--- src/ier_pkg.sv ---
// Shared types, constants and table builders for the ICMP echo request generator.
// No dependencies; every other source file of the block uses this package.
package ier_pkg;

   localparam int unsigned HDR_BYTES    = 8;
   localparam int unsigned LETTER_COUNT = 26;
   localparam int unsigned OFFSET_COUNT = 13;   // 4*seq mod 26 is always even
   localparam int unsigned RECIP_13     = 5041; // floor(2^16 / 13)
   localparam int unsigned QUEUE_DEPTH  = 2;

   localparam logic [7:0]  ECHO_TYPE    = 8'h08;
   localparam logic [7:0]  ECHO_CODE    = 8'h00;
   localparam logic [7:0]  LETTER_BASE  = 8'h41;

   typedef logic [15:0] word_type;
   typedef logic [7:0]  byte_type;
   typedef logic [3:0]  offset_type;
   typedef logic [4:0]  letter_type;
   typedef word_type [OFFSET_COUNT-1:0] sum_table_type;

   typedef enum logic [2:0] {
      HDR_TYPE,
      HDR_CODE,
      HDR_CSUM_HI,
      HDR_CSUM_LO,
      HDR_ID_HI,
      HDR_ID_LO,
      HDR_SEQ_HI,
      HDR_SEQ_LO
   } hdr_pos_type;

   typedef struct packed {
      word_type   seq;
      offset_type offset;    // payload starts at letter 2*offset
      word_type   checksum;
   } job_type;

   // Folded ones-complement sum of the payload words for a given start letter.
   function automatic word_type payload_sum(int unsigned start, int unsigned nbytes);
      int unsigned acc;
      int unsigned letter;
      acc    = 0;
      letter = start;
      for (int unsigned i = 0; i < nbytes; i++) begin
         if ((i & 1) == 0) begin
            acc = acc + ((int'(LETTER_BASE) + letter) << 8);
         end else begin
            acc = acc + (int'(LETTER_BASE) + letter);
         end
         letter = (letter == LETTER_COUNT - 1) ? 0 : letter + 1;
      end
      acc = (acc & 32'h0000_ffff) + (acc >> 16);
      acc = (acc & 32'h0000_ffff) + (acc >> 16);
      return word_type'(acc);
   endfunction

   function automatic sum_table_type build_sum_table(int unsigned nbytes);
      sum_table_type tbl;
      for (int unsigned t = 0; t < OFFSET_COUNT; t++) begin
         tbl[t] = payload_sum(2 * t, nbytes);
      end
      return tbl;
   endfunction

endpackage

--- src/ier_req_if.sv ---
// Request channel: one sequence number per transfer.
// Depends on ier_pkg for the word type.
interface ier_req_if;
   logic                valid;
   logic                ready;
   ier_pkg::word_type   sequence_number;

   modport source (output valid, output sequence_number, input ready);
   modport sink   (input valid, input sequence_number, output ready);
endinterface

--- src/ier_rsp_if.sv ---
// Response channel: one message byte per transfer, with a last-byte flag.
// Depends on ier_pkg for the byte type.
interface ier_rsp_if;
   logic                valid;
   logic                ready;
   ier_pkg::byte_type   packet_byte;
   logic                last_byte;

   modport source (output valid, output packet_byte, output last_byte, input ready);
   modport sink   (input valid, input packet_byte, input last_byte, output ready);
endinterface

--- src/ier_front.sv ---
// Front end: takes requests, finds the payload start letter and the checksum.
// Three-stage pipeline; depends on ier_pkg.
module ier_front #(
   parameter int unsigned PAYLOAD_BYTES = 56
) (
   input  logic                clock,
   input  logic                reset,
   input  logic                in_valid,
   output logic                in_ready,
   input  ier_pkg::word_type   in_seq,
   input  ier_pkg::word_type   echo_id,
   output logic                job_valid,
   input  logic                job_ready,
   output ier_pkg::job_type    job
);
   import ier_pkg::*;

   localparam sum_table_type SUM_TABLE = build_sum_table(PAYLOAD_BYTES);
   localparam word_type      HDR_WORD  = {ECHO_TYPE, ECHO_CODE};

   logic                v1_ff, v1_in, v2_ff, v2_in, v3_ff, v3_in;
   logic                rdy1, rdy2, rdy3;
   word_type            seq1_ff, seq1_in, seq2_ff, seq2_in, seq3_ff, seq3_in;
   logic [28:0]         prod1_ff, prod1_in;
   offset_type          rem2_ff, rem2_in;
   offset_type          off3_ff, off3_in;
   logic [17:0]         total3_ff, total3_in;

   logic [12:0]         quot;
   word_type            rem_wide;
   letter_type          rem_raw;
   letter_type          twice;
   offset_type          offset_c;
   logic [16:0]         fold1;
   word_type            fold2;

   assign rdy3     = !v3_ff || job_ready;
   assign rdy2     = !v2_ff || rdy3;
   assign rdy1     = !v1_ff || rdy2;
   assign in_ready = rdy1;

   always_comb begin
      // stage 1: seq * floor(2^16/13), quotient may come out one low
      seq1_in  = rdy1 ? in_seq : seq1_ff;
      prod1_in = rdy1 ? 29'(in_seq) * 29'(RECIP_13) : prod1_ff;
      v1_in    = rdy1 ? in_valid : v1_ff;

      // stage 2: seq mod 13 with one correction
      quot     = prod1_ff[28:16];
      rem_wide = seq1_ff - (16'(quot) * 16'(OFFSET_COUNT));
      rem_raw  = rem_wide[4:0];
      if (rem_raw >= letter_type'(OFFSET_COUNT)) begin
         rem_raw = rem_raw - letter_type'(OFFSET_COUNT);
      end
      seq2_in  = rdy2 ? seq1_ff : seq2_ff;
      rem2_in  = rdy2 ? rem_raw[3:0] : rem2_ff;
      v2_in    = rdy2 ? v1_ff : v2_ff;

      // stage 3: offset = 2*seq mod 13, then raw message sum
      twice = {rem2_ff, 1'b0};
      if (twice >= letter_type'(OFFSET_COUNT)) begin
         twice = twice - letter_type'(OFFSET_COUNT);
      end
      offset_c  = twice[3:0];
      seq3_in   = rdy3 ? seq2_ff : seq3_ff;
      off3_in   = rdy3 ? offset_c : off3_ff;
      total3_in = rdy3 ? (18'(HDR_WORD) + 18'(echo_id) + 18'(seq2_ff)
                          + 18'(SUM_TABLE[offset_c])) : total3_ff;
      v3_in     = rdy3 ? v2_ff : v3_ff;

      // fold end-around carries and complement
      fold1 = 17'(total3_ff[15:0]) + 17'(total3_ff[17:16]);
      fold2 = fold1[15:0] + 16'(fold1[16]);
   end

   assign job_valid    = v3_ff;
   assign job.seq      = seq3_ff;
   assign job.offset   = off3_ff;
   assign job.checksum = ~fold2;

   always_ff @(posedge clock) begin
      if (reset) begin
         v1_ff <= 1'b0;
         v2_ff <= 1'b0;
         v3_ff <= 1'b0;
      end else begin
         v1_ff <= v1_in;
         v2_ff <= v2_in;
         v3_ff <= v3_in;
      end
   end

   always_ff @(posedge clock) begin
      seq1_ff   <= seq1_in;
      prod1_ff  <= prod1_in;
      seq2_ff   <= seq2_in;
      rem2_ff   <= rem2_in;
      seq3_ff   <= seq3_in;
      off3_ff   <= off3_in;
      total3_ff <= total3_in;
   end

   a_off_range: assert property (@(posedge clock) disable iff (reset)
      v3_ff |-> off3_ff < offset_type'(OFFSET_COUNT))
      else $error("payload offset out of range");

endmodule

--- src/ier_queue.sv ---
// Short job queue between front end and byte streamer.
// Flip-flop storage; depends on ier_pkg.
module ier_queue (
   input  logic                clock,
   input  logic                reset,
   input  logic                push_valid,
   output logic                push_ready,
   input  ier_pkg::job_type    push_job,
   output logic                pop_valid,
   input  logic                pop,
   output ier_pkg::job_type    pop_job
);
   import ier_pkg::*;

   localparam int unsigned PTR_W = (QUEUE_DEPTH > 1) ? $clog2(QUEUE_DEPTH) : 1;
   localparam int unsigned CNT_W = $clog2(QUEUE_DEPTH + 1);

   job_type               mem_ff [QUEUE_DEPTH];
   logic [PTR_W-1:0]      wr_ff, wr_in, rd_ff, rd_in;
   logic [CNT_W-1:0]      count_ff, count_in;
   logic                  do_push, do_pop;

   assign push_ready = count_ff != CNT_W'(QUEUE_DEPTH);
   assign pop_valid  = count_ff != '0;
   assign pop_job    = mem_ff[rd_ff];
   assign do_push    = push_valid && push_ready;
   assign do_pop     = pop && pop_valid;

   function automatic logic [PTR_W-1:0] bump(logic [PTR_W-1:0] p);
      return (p == PTR_W'(QUEUE_DEPTH - 1)) ? '0 : p + 1'b1;
   endfunction

   always_comb begin
      wr_in    = do_push ? bump(wr_ff) : wr_ff;
      rd_in    = do_pop ? bump(rd_ff) : rd_ff;
      count_in = count_ff + CNT_W'(do_push) - CNT_W'(do_pop);
   end

   always_ff @(posedge clock) begin
      if (reset) begin
         wr_ff    <= '0;
         rd_ff    <= '0;
         count_ff <= '0;
      end else begin
         wr_ff    <= wr_in;
         rd_ff    <= rd_in;
         count_ff <= count_in;
      end
   end

   always_ff @(posedge clock) begin
      if (do_push) begin
         mem_ff[wr_ff] <= push_job;
      end
   end

   a_count_bound: assert property (@(posedge clock) disable iff (reset)
      count_ff <= CNT_W'(QUEUE_DEPTH))
      else $error("queue count exceeds depth");

endmodule

--- src/ier_back.sv ---
// Byte streamer: turns one queued job into the full message, one byte a cycle while the receiver is ready.
// Registered output stage; depends on ier_pkg.
module ier_back #(
   parameter int unsigned PAYLOAD_BYTES = 56
) (
   input  logic                clock,
   input  logic                reset,
   input  logic                job_valid,
   output logic                job_pop,
   input  ier_pkg::job_type    job,
   input  ier_pkg::word_type   echo_id,
   output logic                out_valid,
   input  logic                out_ready,
   output ier_pkg::byte_type   out_byte,
   output logic                out_last
);
   import ier_pkg::*;

   localparam int unsigned MSG_BYTES = HDR_BYTES + PAYLOAD_BYTES;
   localparam int unsigned IDX_W     = $clog2(MSG_BYTES);

   logic                active_ff, active_in;
   logic [IDX_W-1:0]    idx_ff, idx_in;
   letter_type          letter_ff, letter_in;
   job_type             job_ff, job_in;
   logic                valid_ff, valid_in;
   byte_type            byte_ff, byte_in;
   logic                last_ff, last_in;

   logic                out_free, emit, at_last, load, in_payload;
   byte_type            cur_byte;

   assign out_free   = !valid_ff || out_ready;
   assign emit       = active_ff && out_free;
   assign at_last    = idx_ff == IDX_W'(MSG_BYTES - 1);
   assign load       = job_valid && (!active_ff || (emit && at_last));
   assign in_payload = idx_ff >= IDX_W'(HDR_BYTES);
   assign job_pop    = load;

   always_comb begin
      cur_byte = LETTER_BASE + byte_type'(letter_ff);
      if (!in_payload) begin
         unique case (hdr_pos_type'(idx_ff[2:0]))
            HDR_TYPE:    cur_byte = ECHO_TYPE;
            HDR_CODE:    cur_byte = ECHO_CODE;
            HDR_CSUM_HI: cur_byte = job_ff.checksum[15:8];
            HDR_CSUM_LO: cur_byte = job_ff.checksum[7:0];
            HDR_ID_HI:   cur_byte = echo_id[15:8];
            HDR_ID_LO:   cur_byte = echo_id[7:0];
            HDR_SEQ_HI:  cur_byte = job_ff.seq[15:8];
            HDR_SEQ_LO:  cur_byte = job_ff.seq[7:0];
         endcase
      end
   end

   always_comb begin
      active_in = active_ff;
      idx_in    = idx_ff;
      letter_in = letter_ff;
      job_in    = job_ff;
      if (emit) begin
         idx_in = idx_ff + 1'b1;
         if (in_payload) begin
            letter_in = (letter_ff == letter_type'(LETTER_COUNT - 1)) ? '0
                                                                      : letter_ff + 1'b1;
         end
         if (at_last) begin
            active_in = 1'b0;
         end
      end
      if (load) begin
         active_in = 1'b1;
         idx_in    = '0;
         letter_in = {job.offset, 1'b0};
         job_in    = job;
      end

      valid_in = emit ? 1'b1 : (out_ready ? 1'b0 : valid_ff);
      byte_in  = emit ? cur_byte : byte_ff;
      last_in  = emit ? at_last : last_ff;
   end

   assign out_valid = valid_ff;
   assign out_byte  = byte_ff;
   assign out_last  = last_ff;

   always_ff @(posedge clock) begin
      if (reset) begin
         active_ff <= 1'b0;
         valid_ff  <= 1'b0;
         idx_ff    <= '0;
      end else begin
         active_ff <= active_in;
         valid_ff  <= valid_in;
         idx_ff    <= idx_in;
      end
   end

   always_ff @(posedge clock) begin
      letter_ff <= letter_in;
      job_ff    <= job_in;
      byte_ff   <= byte_in;
      last_ff   <= last_in;
   end

   a_letter_range: assert property (@(posedge clock) disable iff (reset)
      active_ff |-> letter_ff < letter_type'(LETTER_COUNT))
      else $error("payload letter out of range");
   a_last_ends_msg: assert property (@(posedge clock) disable iff (reset)
      (emit && at_last) |=> (!active_ff || idx_ff == '0))
      else $error("message kept running past its last byte");

endmodule

--- src/icmp_echo_request_generator.sv ---
// Top level of the ICMP echo request generator: identifier register,
// front end, job queue and byte streamer. Depends on ier_pkg and both channel interfaces.
//
// Usage:
//   req_bus   - one transfer per echo request, carrying the 16-bit sequence number.
//   rsp_bus   - the complete ICMP echo request, 8 + PAYLOAD_BYTES byte transfers in
//               network order; last_byte marks the final byte of each message.
//   csr_we/csr_wdata - write the echo identifier; write it only while no message
//               is pending or in flight.
// Path: on an empty block the first byte of a message passes the three front-end stages,
//   the queue, the streamer's job register and the output register.
// Throughput: one byte per cycle while the receiver is ready, set by the byte streamer.
//   Messages follow each other with no gap; the front end keeps taking requests
//   until its pipeline and the two-entry queue are full.
// Reset: clears all valid flags, the queue and the identifier (to zero).
// Stall: when the receiver drops ready, hold the output byte; the streamer waits,
//   the queue fills, and req_bus.ready falls once the front end backs up.
module icmp_echo_request_generator #(
   parameter int unsigned PAYLOAD_BYTES = 56
) (
   input  logic                clock,
   input  logic                reset,
   ier_req_if.sink             req_bus,
   ier_rsp_if.source           rsp_bus,
   input  logic                csr_we,
   input  ier_pkg::word_type   csr_wdata
);
   import ier_pkg::*;

   word_type   id_ff, id_in;

   logic       job_valid, job_ready;
   job_type    job_front;
   logic       q_valid, q_pop;
   job_type    job_back;

   // Identifier register: take a write whenever the enable is high.
   assign id_in = csr_we ? csr_wdata : id_ff;

   always_ff @(posedge clock) begin
      if (reset) begin
         id_ff <= '0;
      end else begin
         id_ff <= id_in;
      end
   end

   // Front end: offset of the payload letters and the checksum per request.
   ier_front #(
      .PAYLOAD_BYTES (PAYLOAD_BYTES)
   ) u_front (
      .clock     (clock),
      .reset     (reset),
      .in_valid  (req_bus.valid),
      .in_ready  (req_bus.ready),
      .in_seq    (req_bus.sequence_number),
      .echo_id   (id_ff),
      .job_valid (job_valid),
      .job_ready (job_ready),
      .job       (job_front)
   );

   // Decouple the front end from the streamer so either side may stall.
   ier_queue u_queue (
      .clock      (clock),
      .reset      (reset),
      .push_valid (job_valid),
      .push_ready (job_ready),
      .push_job   (job_front),
      .pop_valid  (q_valid),
      .pop        (q_pop),
      .pop_job    (job_back)
   );

   // Streamer: one message byte per response transfer.
   ier_back #(
      .PAYLOAD_BYTES (PAYLOAD_BYTES)
   ) u_back (
      .clock     (clock),
      .reset     (reset),
      .job_valid (q_valid),
      .job_pop   (q_pop),
      .job       (job_back),
      .echo_id   (id_ff),
      .out_valid (rsp_bus.valid),
      .out_ready (rsp_bus.ready),
      .out_byte  (rsp_bus.packet_byte),
      .out_last  (rsp_bus.last_byte)
   );

   a_rsp_hold: assert property (@(posedge clock) disable iff (reset)
      (rsp_bus.valid && !rsp_bus.ready) |=> (rsp_bus.valid && $stable(rsp_bus.packet_byte)))
      else $error("response byte changed while stalled");
   a_id_write: assert property (@(posedge clock) disable iff (reset)
      csr_we |=> id_ff == $past(csr_wdata))
      else $error("identifier write lost");

endmodule

--- src/flat_wrapper.sv ---
// flat-port wrapper written by rule: the top's interface ports become plain ports
module icmp_echo_request_generator_flat import ier_pkg::*;
#(
   parameter int unsigned PAYLOAD_BYTES = 56
)
  (clock, reset, csr_we, csr_wdata, req_bus_valid, req_bus_sequence_number, req_bus_ready, rsp_bus_valid, rsp_bus_packet_byte, rsp_bus_last_byte, rsp_bus_ready);
  ier_req_if req_bus_i ();
  ier_rsp_if rsp_bus_i ();
  input  logic clock;
  input  logic reset;
  input  logic csr_we;
  input  ier_pkg::word_type csr_wdata;
  input wire logic [$bits(req_bus_i.valid)-1:0] req_bus_valid;
  input wire logic [$bits(req_bus_i.sequence_number)-1:0] req_bus_sequence_number;
  output wire logic [$bits(req_bus_i.ready)-1:0] req_bus_ready;
  output wire logic [$bits(rsp_bus_i.valid)-1:0] rsp_bus_valid;
  output wire logic [$bits(rsp_bus_i.packet_byte)-1:0] rsp_bus_packet_byte;
  output wire logic [$bits(rsp_bus_i.last_byte)-1:0] rsp_bus_last_byte;
  input wire logic [$bits(rsp_bus_i.ready)-1:0] rsp_bus_ready;
  assign req_bus_i.valid = req_bus_valid;
  assign req_bus_i.sequence_number = req_bus_sequence_number;
  assign req_bus_ready = req_bus_i.ready;
  assign rsp_bus_valid = rsp_bus_i.valid;
  assign rsp_bus_packet_byte = rsp_bus_i.packet_byte;
  assign rsp_bus_last_byte = rsp_bus_i.last_byte;
  assign rsp_bus_i.ready = rsp_bus_ready;
  icmp_echo_request_generator #(.PAYLOAD_BYTES(PAYLOAD_BYTES)) u_core (.clock(clock), .reset(reset), .req_bus(req_bus_i), .rsp_bus(rsp_bus_i), .csr_we(csr_we), .csr_wdata(csr_wdata));
endmodule
--- config.mk ---
export PLATFORM = sky130hd
export DESIGN_NAME = icmp_echo_request_generator_flat
export DESIGN_NICKNAME = d
export VERILOG_FILES = /design/src/ier_pkg.sv /design/src/ier_req_if.sv /design/src/ier_rsp_if.sv /design/src/ier_front.sv /design/src/ier_queue.sv /design/src/ier_back.sv /design/src/icmp_echo_request_generator.sv /design/src/flat_wrapper.sv
export SDC_FILE = /design/constraint.sdc
export NUM_CORES = 1
export LEC_CHECK = 0
export BUFFER_PORTS_ARGS = -buffer_cell sky130_fd_sc_hd__buf_2
export CORE_MARGIN = 1
export CORE_UTILIZATION = 55
export CTS_CLUSTER_SIZE = 40
export DETAILED_ROUTE_END_ITERATION = 10
export PLACE_DENSITY = 0.81
export SKIP_LAST_GASP = 1
export SLEW_MARGIN = 20
export SYNTH_ARGS = -nofsm -noshare
export SYNTH_HDL_FRONTEND = slang
export SYNTH_HIERARCHICAL = 1
export SYNTH_SLANG_ARGS = --single-unit
--- constraint.sdc ---
create_clock -name clock -period 5.85 [get_ports clock]
set_input_delay 0.2925 -clock clock [delete_from_list [all_inputs] [get_ports clock]]
set_output_delay 0.2925 -clock clock [all_outputs]
set_load 0.01 [all_outputs]
==> results.cfg, run 1 <==
[timing]
max_freq_ghz = 0.199
period_share = 0.857
whs_ps = 11.9
timing.final.crit_period_ps = 5010
hold_viol = 0
setup_violations = 0
relSlewSlack = 0.319
report.final.slew_viol_count = 0
tightest_slew_ps = 1020
fin_tns_setup_ps = 0
fin_skew_ps = 7.77
rsz0062_at_grt = no

[synthesis]
synth_ff_type = edfxtp_1
synth_area_leaders = edfxtp_1 (44%), ha_1 (12%), fa_1 (10%)
ys_seq_elements = 229
synth_seq_area_share = 0.486
synth_top_area_frac = 0.437
synthDistinctLibCells = 89
synth_edf_count = 196
syn-cell-area_sq_um = 13500
syn_area_per_cell_sq_um = 12.8
yosys.area.top_type = edfxtp_1
yosys_warnings = 6
async_reset_ff_frac = 0
synthCells = 1057
synth_nets = 1288

[die]
fp.dieH_um = 159
rows = 56
die_w_um = 159
start_util = 0.567
ios = 48
core_sq_um = 23800
die_area_sq_um = 25100

[worst_setup_path]
critPathMaxFanout = 6
end_kind = flip-flop
worstSetupStartpointType = flip-flop
r2r_setup_slack_ps = 840
reg2reg_depth = 18
critPathRequiredTime_ps = 6120
crit_type = reg -> reg
rr_startpoint = u_core/u_front/rem2_ff[1]
arrival_ps = 5280
worstReg2RegEnd = u_core/u_front/total3_ff[14]

[drt]
drt-pass1-iter-count = 5
via_per_inst = 5.65
routedWlPerCell_um = 18.2
drc_errors = 0
ant_nets = 0
drt_wl_total_um = 26400
via_count = 8215
drtIter0Drc = 707

[placed_design]
dp.cells = 1407
place_congestion = 0.879
dp_hpwl_um = 20000
io_buffer_count = 47

[grt]
grt_start_max_net_pins = 50
grt_usage = 0.221
grt_pass1_wl_um = 42000
globalRoute.totalOverflow = 0
grt_pass1_vias = 8128
antenna_found_initial = 0

[clocking]
clkTransAtPathRegs_ps = 60
cts_tree = yes
cts_buffers = 23
cts.sink_count = 229
htreeDepth = 1
root_buffer = clkbuf_16
clk-insertion-delay-late_ps = 520
clockBufferDepth = 3

[power]
p_per_area_nw_per_um2 = 538
vdd_drop_max_mv = 0.321
p_total_uw = 7940
leakage_uw = 0.00606

[status]
status = complete, no violations

[job]
drv_cap = 0

[final_layout]
nNetsFinal = 1348
fillers = 1741
stdcell_count = 1453
n_antenna_cell = 0
drive_above_1_share = 0.125
area_delta_synth_final_pct = 9.51
utilization = 0.621

[worst_hold_path]
hp-start = csr_wdata[3]
hold_class = in -> reg
min_to = u_core/id_ff[3]
min_path_cells = 3
[synth_stat cells (3+ instances only)]
master,count
edfxtp_1,196
inv_1,148
ha_1,126
fa_1,68
nor2_1,49
nand2_1,41
mux2_2,38
xnor2_1,38
a21oi_1,35
dfxtp_1,33
xor2_1,23
nand3_1,21
mux2i_1,19
o21ai_0,19
nor3_1,18
nor2b_1,9
o31ai_1,9
a22oi_1,8
a31oi_1,8
buf_2,8
nand2b_1,8
and3_1,7
o21a_1,7
o211ai_1,6
a211oi_1,5
and2_1,5
buf_6,5
nand4_1,5
or3_1,5
a222oi_1,4
o22ai_1,4
or2_2,4
nor4b_1,3
o211a_1,3
o21ai_1,3
[stage by stage]
step / setup WS, ps / area, sq um
2_1_floorplan: 1380 / 13500
3_3_place_gp: 1060 / 14000
3_5_place_dp: 886 / 14000
4_1_cts: 813 / 14800
5_1_grt: 452 / 14800
6_report: 836 / 14800
[cells in the final DEF, fill, tap and decap left out, types with 5 or more instances in the layout]
cell,n
nor2b_1,9
mux2_2,38
fa_1,68
or3_1,5
nand2b_1,8
nand3_1,21
clkbuf_1,6
edfxtp_1,196
ha_1,126
xnor2_1,38
inv_1,148
dfxtp_1,33
nor3_1,18
mux2i_1,19
buf_2,47
xor2_1,23
clkinv_1,9
nand2_1,41
o211ai_1,6
o21ai_0,19
o21a_1,7
nor2_1,49
nand4_1,5
and3_1,7
a22oi_1,8
and2_1,5
a31oi_1,8
a211oi_1,5
a21oi_1,35
buf_4,5
o31ai_1,9
clkbuf_16,23
[cell type report]
class                   instances  area [sq um]  area share
clock inverters                13           125     0.00848
inverters                     151           567      0.0384
flip-flops and latches        229          6550       0.444
multi-input cells             656          6210       0.421
clock buffers                  29           598      0.0405
repair buffers                 56           313      0.0212
well taps                     319           399      0.0270
[critical path, cell delays in order, from the launching register on]
cell and delay, ps:
edfxtp_1 420, ha_1 240, a21oi_1 420, mux2i_1 450
inv_1 180, nand2_1 200, nand2_1 120, inv_1 90
fa_1 420, ha_1 310, ha_1 190, inv_1 70
fa_1 400, nor2b_1 160, o31a_1 180, o211ai_1 120
a21oi_1 270, nor2_1 100, o311ai_0 420
[sequential cells by signal (all words and copies together) (netlist names), 2 cells and up, named ones only]
| register | count |
|---|---|
| u_core/id_ff | 16 |
| u_core/u_back/idx_ff | 6 |
| u_core/u_back/job_ff | 32 |
| u_core/u_back/letter_ff | 5 |
| u_core/u_back/out_byte | 8 |
| u_core/u_front/off3_ff | 4 |
| u_core/u_front/prod1_ff | 5 |
| u_core/u_front/rem2_ff | 4 |
| u_core/u_front/seq1_ff | 16 |
| u_core/u_front/seq2_ff | 16 |
| u_core/u_front/seq3_ff | 16 |
| u_core/u_front/total3_ff | 18 |
| u_core/u_queue/count_ff | 2 |
| u_core/u_queue/mem_ff | 72 |
[how the worst max path moves through the flow]
stage / depth (start not counted) / endpoint / startpoint
2_1_floorplan: 16 / u_core/u_front/prod1_ff[20] / req_bus_sequence_number[4]
5_1_grt: 18 / u_core/u_front/total3_ff[14] / u_core/u_front/rem2_ff[1]
3_3_place_gp: 17 / u_core/u_front/prod1_ff[20] / req_bus_sequence_number[4]
6_report: 18 / u_core/u_front/total3_ff[14] / u_core/u_front/rem2_ff[1]
4_1_cts: 18 / u_core/u_front/total3_ff[14] / u_core/u_front/rem2_ff[1]
3_5_place_dp: 18 / u_core/u_front/total3_ff[14] / u_core/u_front/rem2_ff[1]
[kinds of logic after synthesis]
logic type / share of synthesized area
mux: 0.0467
simple gates: 0.0769
buf+inv: 0.0535
flops: 0.486
xor+xnor: 0.0413
compound gates: 0.0780
fa+ha+maj: 0.218
[metal layers]
metal,share of wire,GRT usage
met1,0.42,0.284
met2,0.50,0.389
met3,0.053,0.0294
met4,0.028,0.0655
met5,0,0
[where the power goes]
| part | switching (uW) | internal, uW | total [uW] |
|---|---|---|---|
| Clock | 600 | 816 | 1420 |
| Sequential | 152 | 2190 | 2340 |
| Combinational | 2350 | 1830 | 4180 |
| Total | 3100 | 4840 | 7940 |
[what timing repair did]
item,CTS,global route
hold endpoints to repair,4,0
resized for setup,0,0
hold buffers,4,0
buffers inserted,0,0
(Power assumes the default switching activity.)
==> inputs of run 2 (changes only) <==
- ABC_AREA: default -> 1
==> run 2 against run 1 <==
Non-clock buffer count fell by 3. Clock skew is 23 ps higher. Register-to-register slack improved by 630 ps. Hold slack better by 40 ps. Global-route usage grew 1.1 points. Sequential cell count unchanged. Area after synthesis up 6.0%. Final cell count increased by 22%. Highest routed layer unchanged. Total power up 7.2%. Utilization about the same.
==> results.cfg, run 2 <==
[status]
status = complete, no violations

[synthesis]
muxShareOfSynthArea = 0.0363
synth_seq_area_share = 0.458
synth_top_area_frac = 0.412
synth-simple-area-share = 0.163
synth-xor-area-share = 0.0276
synth_top_family_by_area = adder cells
synth_area_leaders = edfxtp_1 (41%), ha_1 (11%), fa_1 (9.5%)
synthTopCellsByCount = nand2_1 (276), inv_1 (233), edfxtp_1 (196)
synthCells = 1359
synth_compound_area_frac = 0.0361
ys_seq_elements = 229
synthDistinctLibCells = 45
syn_area_per_cell_sq_um = 10.5
synth_ff_type = edfxtp_1
async_reset_ff_frac = 0
synth_edf_count = 196
synth-adder-area-share = 0.206
yosys_warnings = 6
synth_nets = 1590
syn-cell-area_sq_um = 14300
yosys.area.top_type = edfxtp_1
synth.most_common_cell = nand2_1

[timing]
fin_tns_setup_ps = 0
relSlewSlack = 0.279
report.final.slew_viol_count = 0
tightest_slew_ps = 1080
max_freq_ghz = 0.228
hold_viol = 0
setup_violations = 0
fin_skew_ps = 31.0
timing.final.crit_period_ps = 4390
rsz0062_at_grt = no
period_share = 0.750

[drt]
routedWlPerCell_um = 16.4
drtIter0Drc = 811
ant_nets = 0
via_per_inst = 5.33
via_count = 9474
drt_wl_total_um = 29200
drc_errors = 0
drt-pass1-iter-count = 6

[grt]
antenna_found_initial = 0
grt_usage = 0.232
grt_pass1_vias = 9620
grt_start_max_net_pins = 41
globalRoute.totalOverflow = 0
grt_pass1_wl_um = 47900

[worst_setup_path]
cp_top_family = adder cells
path_cells = ha_1, nand2_1, nand2_1, inv_1, nor2_1, a21oi_1, inv_1, ha_1, o21ai_0, inv_1, fa_1, ha_1, ha_1, a21oi_1, nand2_1, nand2_1, nand2_1, nand3_1, nand2_1, xor2_1
arrival_ps = 4640
crit_type = reg -> reg
end_kind = flip-flop
worstSetupStartpointType = flip-flop
slowest_delay_ps = 440
critPathBufInv = 3
critPathRequiredTime_ps = 6100
crit_slowest_cell = fa_1
timing.critical_path.mode_cell = nand2_1
critPathMaxFanout = 6

[clocking]
cts_tree = yes
root_buffer = clkbuf_16
htreeDepth = 1
clkTransAtPathRegs_ps = 60
clk-insertion-delay-late_ps = 530
cts.sink_count = 229
cts_resized = 0
clockBufferDepth = 3
cts_buffers = 25

[placed_design]
place_congestion = 0.942
dp_hpwl_um = 22100
io_buffer_count = 47
placed_area_sq_um = 14800
dp.cells = 1729

[final_layout]
nNetsFinal = 1658
final_cell_mix = nand2_1 (276), inv_1 (233), edfxtp_1 (196), ha_1 (126), nor2_1 (84)
drive_above_1_share = 0.133
stdcell_count = 1776
n_antenna_cell = 0
area_delta_synth_final_pct = 10.1
fillers = 1880
reg_top3 = u_core/u_queue/mem_ff (72), u_core/u_back/job_ff (32), u_core/u_front/total3_ff (18)
largest_register_ffs = 72
utilization = 0.621
fin_area_sq_um = 15700
regMostFlops = u_core/u_queue/mem_ff
mostFrequentLayoutCell = nand2_1

[job]
drv_cap = 0

[die]
ios = 48
die_w_um = 163
rows = 58
die_area_sq_um = 26600
start_util = 0.564
core_sq_um = 25300
fp.dieH_um = 163

[power]
leakage_uw = 0.00717
vdd_drop_max_mv = 0.420
p_per_area_nw_per_um2 = 541

[worst_hold_path]
hold_class = in -> reg
==> run 2: changes by cell type in the layout (fill, tap and decap cells not counted), sizes merged, moves of 13 or more <==
| cell | before | now |
|---|---|---|
| nor3 | 18 | 5 |
| nand2 | 41 | 296 |
| mux2i | 19 | 0 |
| nor2 | 50 | 112 |
| inv | 150 | 240 |
| xnor2 | 38 | 18 |
| nand4 | 6 | 20 |
| nand3 | 21 | 73 |
==> run 2: area by class of cell <==
class | count | area, sq um | area share
clock inverter | 15 | 206 | 0.0131
timing repair buffer | 53 | 283 | 0.0180
sequential | 229 | 6550 | 0.416
tap | 330 | 413 | 0.0263
clock buffer | 31 | 678 | 0.0431
multi-input combinational | 879 | 6700 | 0.426
inverter | 239 | 897 | 0.0570
==> run 2: logic make-up after synthesis <==
logic type / after synthesis
multiplexers: 36
AO/OA/AOI/OAI: 89
adder cells (fa/ha/maj): 194
flip-flops: 229
XOR/XNOR: 45
AND/OR/NAND/NOR: 515
buffers and inverters: 251
==> run 2: path summary, 6_finish.rpt <==
check	start	end	slack, ps	cells past startpoint
min	csr_wdata[12]	u_core/id_ff[12]	50	5
min reg2reg	u_core/u_front/seq1_ff[13]	u_core/u_front/seq2_ff[13]	410	0
max	u_core/u_front/rem2_ff[0]	u_core/u_front/total3_ff[11]	1460	20
max reg2reg	u_core/u_front/rem2_ff[0]	u_core/u_front/total3_ff[11]	1460	20
==> run 2: metrics by stage <==
stage	total power [uW]	hold WS [ps]	worst slack [ps]
after floorplan	5740	355	1830
after global placement	6650	403	1460
after detailed placement	6800	405	1330
after CTS	8510	37.8	1500
after global routing	9240	45.1	1100
final	8510	52.2	1460
==> run 2: repair_timing <==
item,in CTS,in global routing
hold buffers,1,0
buffers inserted,0,0
endpoints found under the hold margin,1,0
==> run 2: metal layers <==
layer  up-vias  share of wire  GRT usage
li1       4592              -          -
met1      4527           0.42      0.289
met2       293           0.50      0.414
met3        62          0.049     0.0312
met4         0          0.030     0.0799
met5         -              0          0
==> run 2: power by group <==
| part | switching (uW) | internal, uW | total, uW |
|---|---|---|---|
| clock network | 642 | 1010 | 1650 |
| registers | 143 | 2200 | 2350 |
| logic | 2820 | 1690 | 4510 |
==> run 2: worst reg2reg max path, cell delays in order, from the launching register on <==
cell and delay (ps):
edfxtp_1 380, ha_1 220, nand2_1 80, nand2_1 110, inv_1 150, nor2_1 50
a21oi_1 380, inv_1 200, ha_1 330, o21ai_0 190, inv_1 80, fa_1 440
ha_1 310, ha_1 380, a21oi_1 220, nand2_1 120, nand2_1 80, nand2_1 90
nand3_1 80, nand2_1 60, xor2_1 150
==> inputs of run 3 (changes only) <==
- ABC_AREA: 1 -> 0
- PLACE_DENSITY: 0.81 -> 0.84
- clock period: 5.85 -> 3.7 ns (I/O delays scaled with it)
==> run 3 against run 2 <==
The run now ends with setup timing left. Non-clock buffer count is 110 higher. Wire length is 0.46% lower. Sequential cell count stayed put. Die area is 5.5% lower. Maximum frequency is 4.3% higher. Count of clock-buffer cells in the layout stayed put. Final cell count is 12% lower. Hold slack worse by 31 ps. Global-route usage is 0.52 points higher. Sequential share of layout area is 1.5 points lower. Clock power is 50% higher.
==> results.cfg, run 3 (synthesis results as in run 1) <==
[status]
status = complete, but fails checks
violations = setup timing

[final_layout]
regMostFlops = u_core/u_queue/mem_ff
drive_above_1_share = 0.258
multi_input_area_sq_um = 6740
n_antenna_cell = 0
nNetsFinal = 1456
final_cell_mix = edfxtp_1 (196), inv_1 (137), ha_1 (103), buf_4 (92), fa_1 (61)
utilization = 0.686
area_delta_synth_final_pct = 20.9
stdcell_count = 1561
fillers = 1532
register_area_sq_um = 6550
mostFrequentLayoutCell = edfxtp_1
largest_register_ffs = 72
fin_area_sq_um = 16300
reg_top3 = u_core/u_queue/mem_ff (72), u_core/u_back/job_ff (32), u_core/u_front/total3_ff (18)

[worst_setup_path]
end_kind = flip-flop
crit_slowest_cell = fa_1
slowest_delay_ps = 580
critPathBufInv = 1
worstSetupStartpointType = flip-flop
arrival_ps = 4530
critPathMaxFanout = 5
cp_top_family = adder cells
crit_type = reg -> reg
timing.critical_path.mode_cell = ha_4
critPathRequiredTime_ps = 4030
path_cells = ha_4, a21oi_4, mux2i_4, buf_12, ha_4, nor2_4, a21oi_2, fa_1, ha_4, ha_4, nor2b_4, o31a_1, o211ai_1, a21oi_2, or4_4, o311ai_2

[power]
seqPwrFrac = 0.234
switchingPower_uw = 6070
swShare = 0.381
p_per_area_nw_per_um2 = 978
leakage_uw = 0.00671
combPwrFrac = 0.611
clockPowerShare = 0.156
vdd_drop_max_mv = 0.633
p_int_uw = 9870

[timing]
timing.final.crit_period_ps = 4210
report.final.slew_viol_count = 0
max_freq_ghz = 0.238
rsz0062_at_grt = yes
relSlewSlack = 0.347
tightest_slew_ps = 977
fin_skew_ps = 10.9
setup_violations = 15
fin_ws_ps = -506
hold_viol = 0
period_share = 1.14
whs_ps = 21.6

[die]
core_sq_um = 23800
die_area_sq_um = 25100
die_w_um = 159
start_util = 0.567
ios = 48
rows = 56
fp.dieH_um = 159

[drt]
drtIter0Drc = 528
drc_errors = 0
drt-pass1-iter-count = 5
via_count = 8718
drt_wl_total_um = 29100
ant_nets = 0
via_per_inst = 5.58
routedWlPerCell_um = 18.6

[clocking]
clk-insertion-delay-late_ps = 520
cts_tree = yes
clockBufferDepth = 3
cts.sink_count = 229
clkTransAtPathRegs_ps = 60
root_buffer = clkbuf_16
cts_buffers = 24
htreeDepth = 1

[placed_design]
pre_cts_slack_ps = -609
dp.cells = 1489
placed_area_sq_um = 14800
place_congestion = 0.916
dp_hpwl_um = 20800
io_buffer_count = 47

[grt]
grt_pass1_vias = 9185
grt_pass1_wl_um = 45500
antenna_found_initial = 0
grt_usage = 0.237
grt_start_max_net_pins = 51
globalRoute.totalOverflow = 0

[job]
drv_cap = 0

[worst_hold_path]
hold_class = in -> reg
## run 3: metal layers
metal / up-vias / wire [um] / GRT usage
met1: 4265 / 11500 / 0.284
met4: 0 / 847 / 0.0884
met5: - / 0 / 0
met2: 288 / 15200 / 0.441
li1: 4103 / - / -
met3: 62 / 1470 / 0.0215
## run 3: layout make-up
type | instances | area share
clock inverters | 12 | 0.0105
clock buffers | 31 | 0.0398
multi-input cells | 656 | 0.414
well taps | 319 | 0.0245
inverters | 151 | 0.0351
flip-flops and latches | 229 | 0.402
repair buffers | 163 | 0.0747
## run 3: worst paths after layout
path | depth (start not counted) | startpoint | endpoint | slack, ps
max reg2reg | 16 | u_core/u_front/rem2_ff[1] | u_core/u_front/total3_ff[16] | -510
max | 16 | u_core/u_front/rem2_ff[1] | u_core/u_front/total3_ff[16] | -510
min | 2 | req_bus_sequence_number[13] | u_core/u_front/seq1_ff[13] | 20
min reg2reg | 0 | u_core/u_front/seq1_ff[7] | u_core/u_front/seq2_ff[7] | 420
## run 3: power groups by stage
stage               combinational [uW]  sequential (uW)  clock [uW]
floorplan                         5610             3660           0
global placement                  7690             3760           0
detailed placement                8060             3770           0
CTS                               8860             3720        2520
global route                     10700             3750        2610
finish                            9740             3720        2480
## run 3: worst reg2reg max path: stages (launching register included)
cell and delay [ps]:
edfxtp_1 440, ha_4 210, a21oi_4 210, mux2i_4 280, buf_12 150, ha_4 200, nor2_4 80, a21oi_2 40
fa_1 580, ha_4 230, ha_4 210, nor2b_4 120, o31a_1 290, o211ai_1 300, a21oi_2 140, or4_4 430
o311ai_2 100
## run 3: metrics by stage
step,power [uW],TNS (ps)
2_1_floorplan,9270,-1990
3_3_place_gp,11400,-5140
3_5_place_dp,11800,-6820
4_1_cts,15100,-3340
5_1_grt,17000,-5370
6_report,15900,-3710
## run 3: repair_timing
action                                  in CTS  in global routing
resized for setup                           38                 37
hold buffers                                18                  1
setup buffers                                5                  5
endpoints found under the hold margin       18                  1
endpoints found under the setup margin      15                 17
pin swaps                                   27                 24
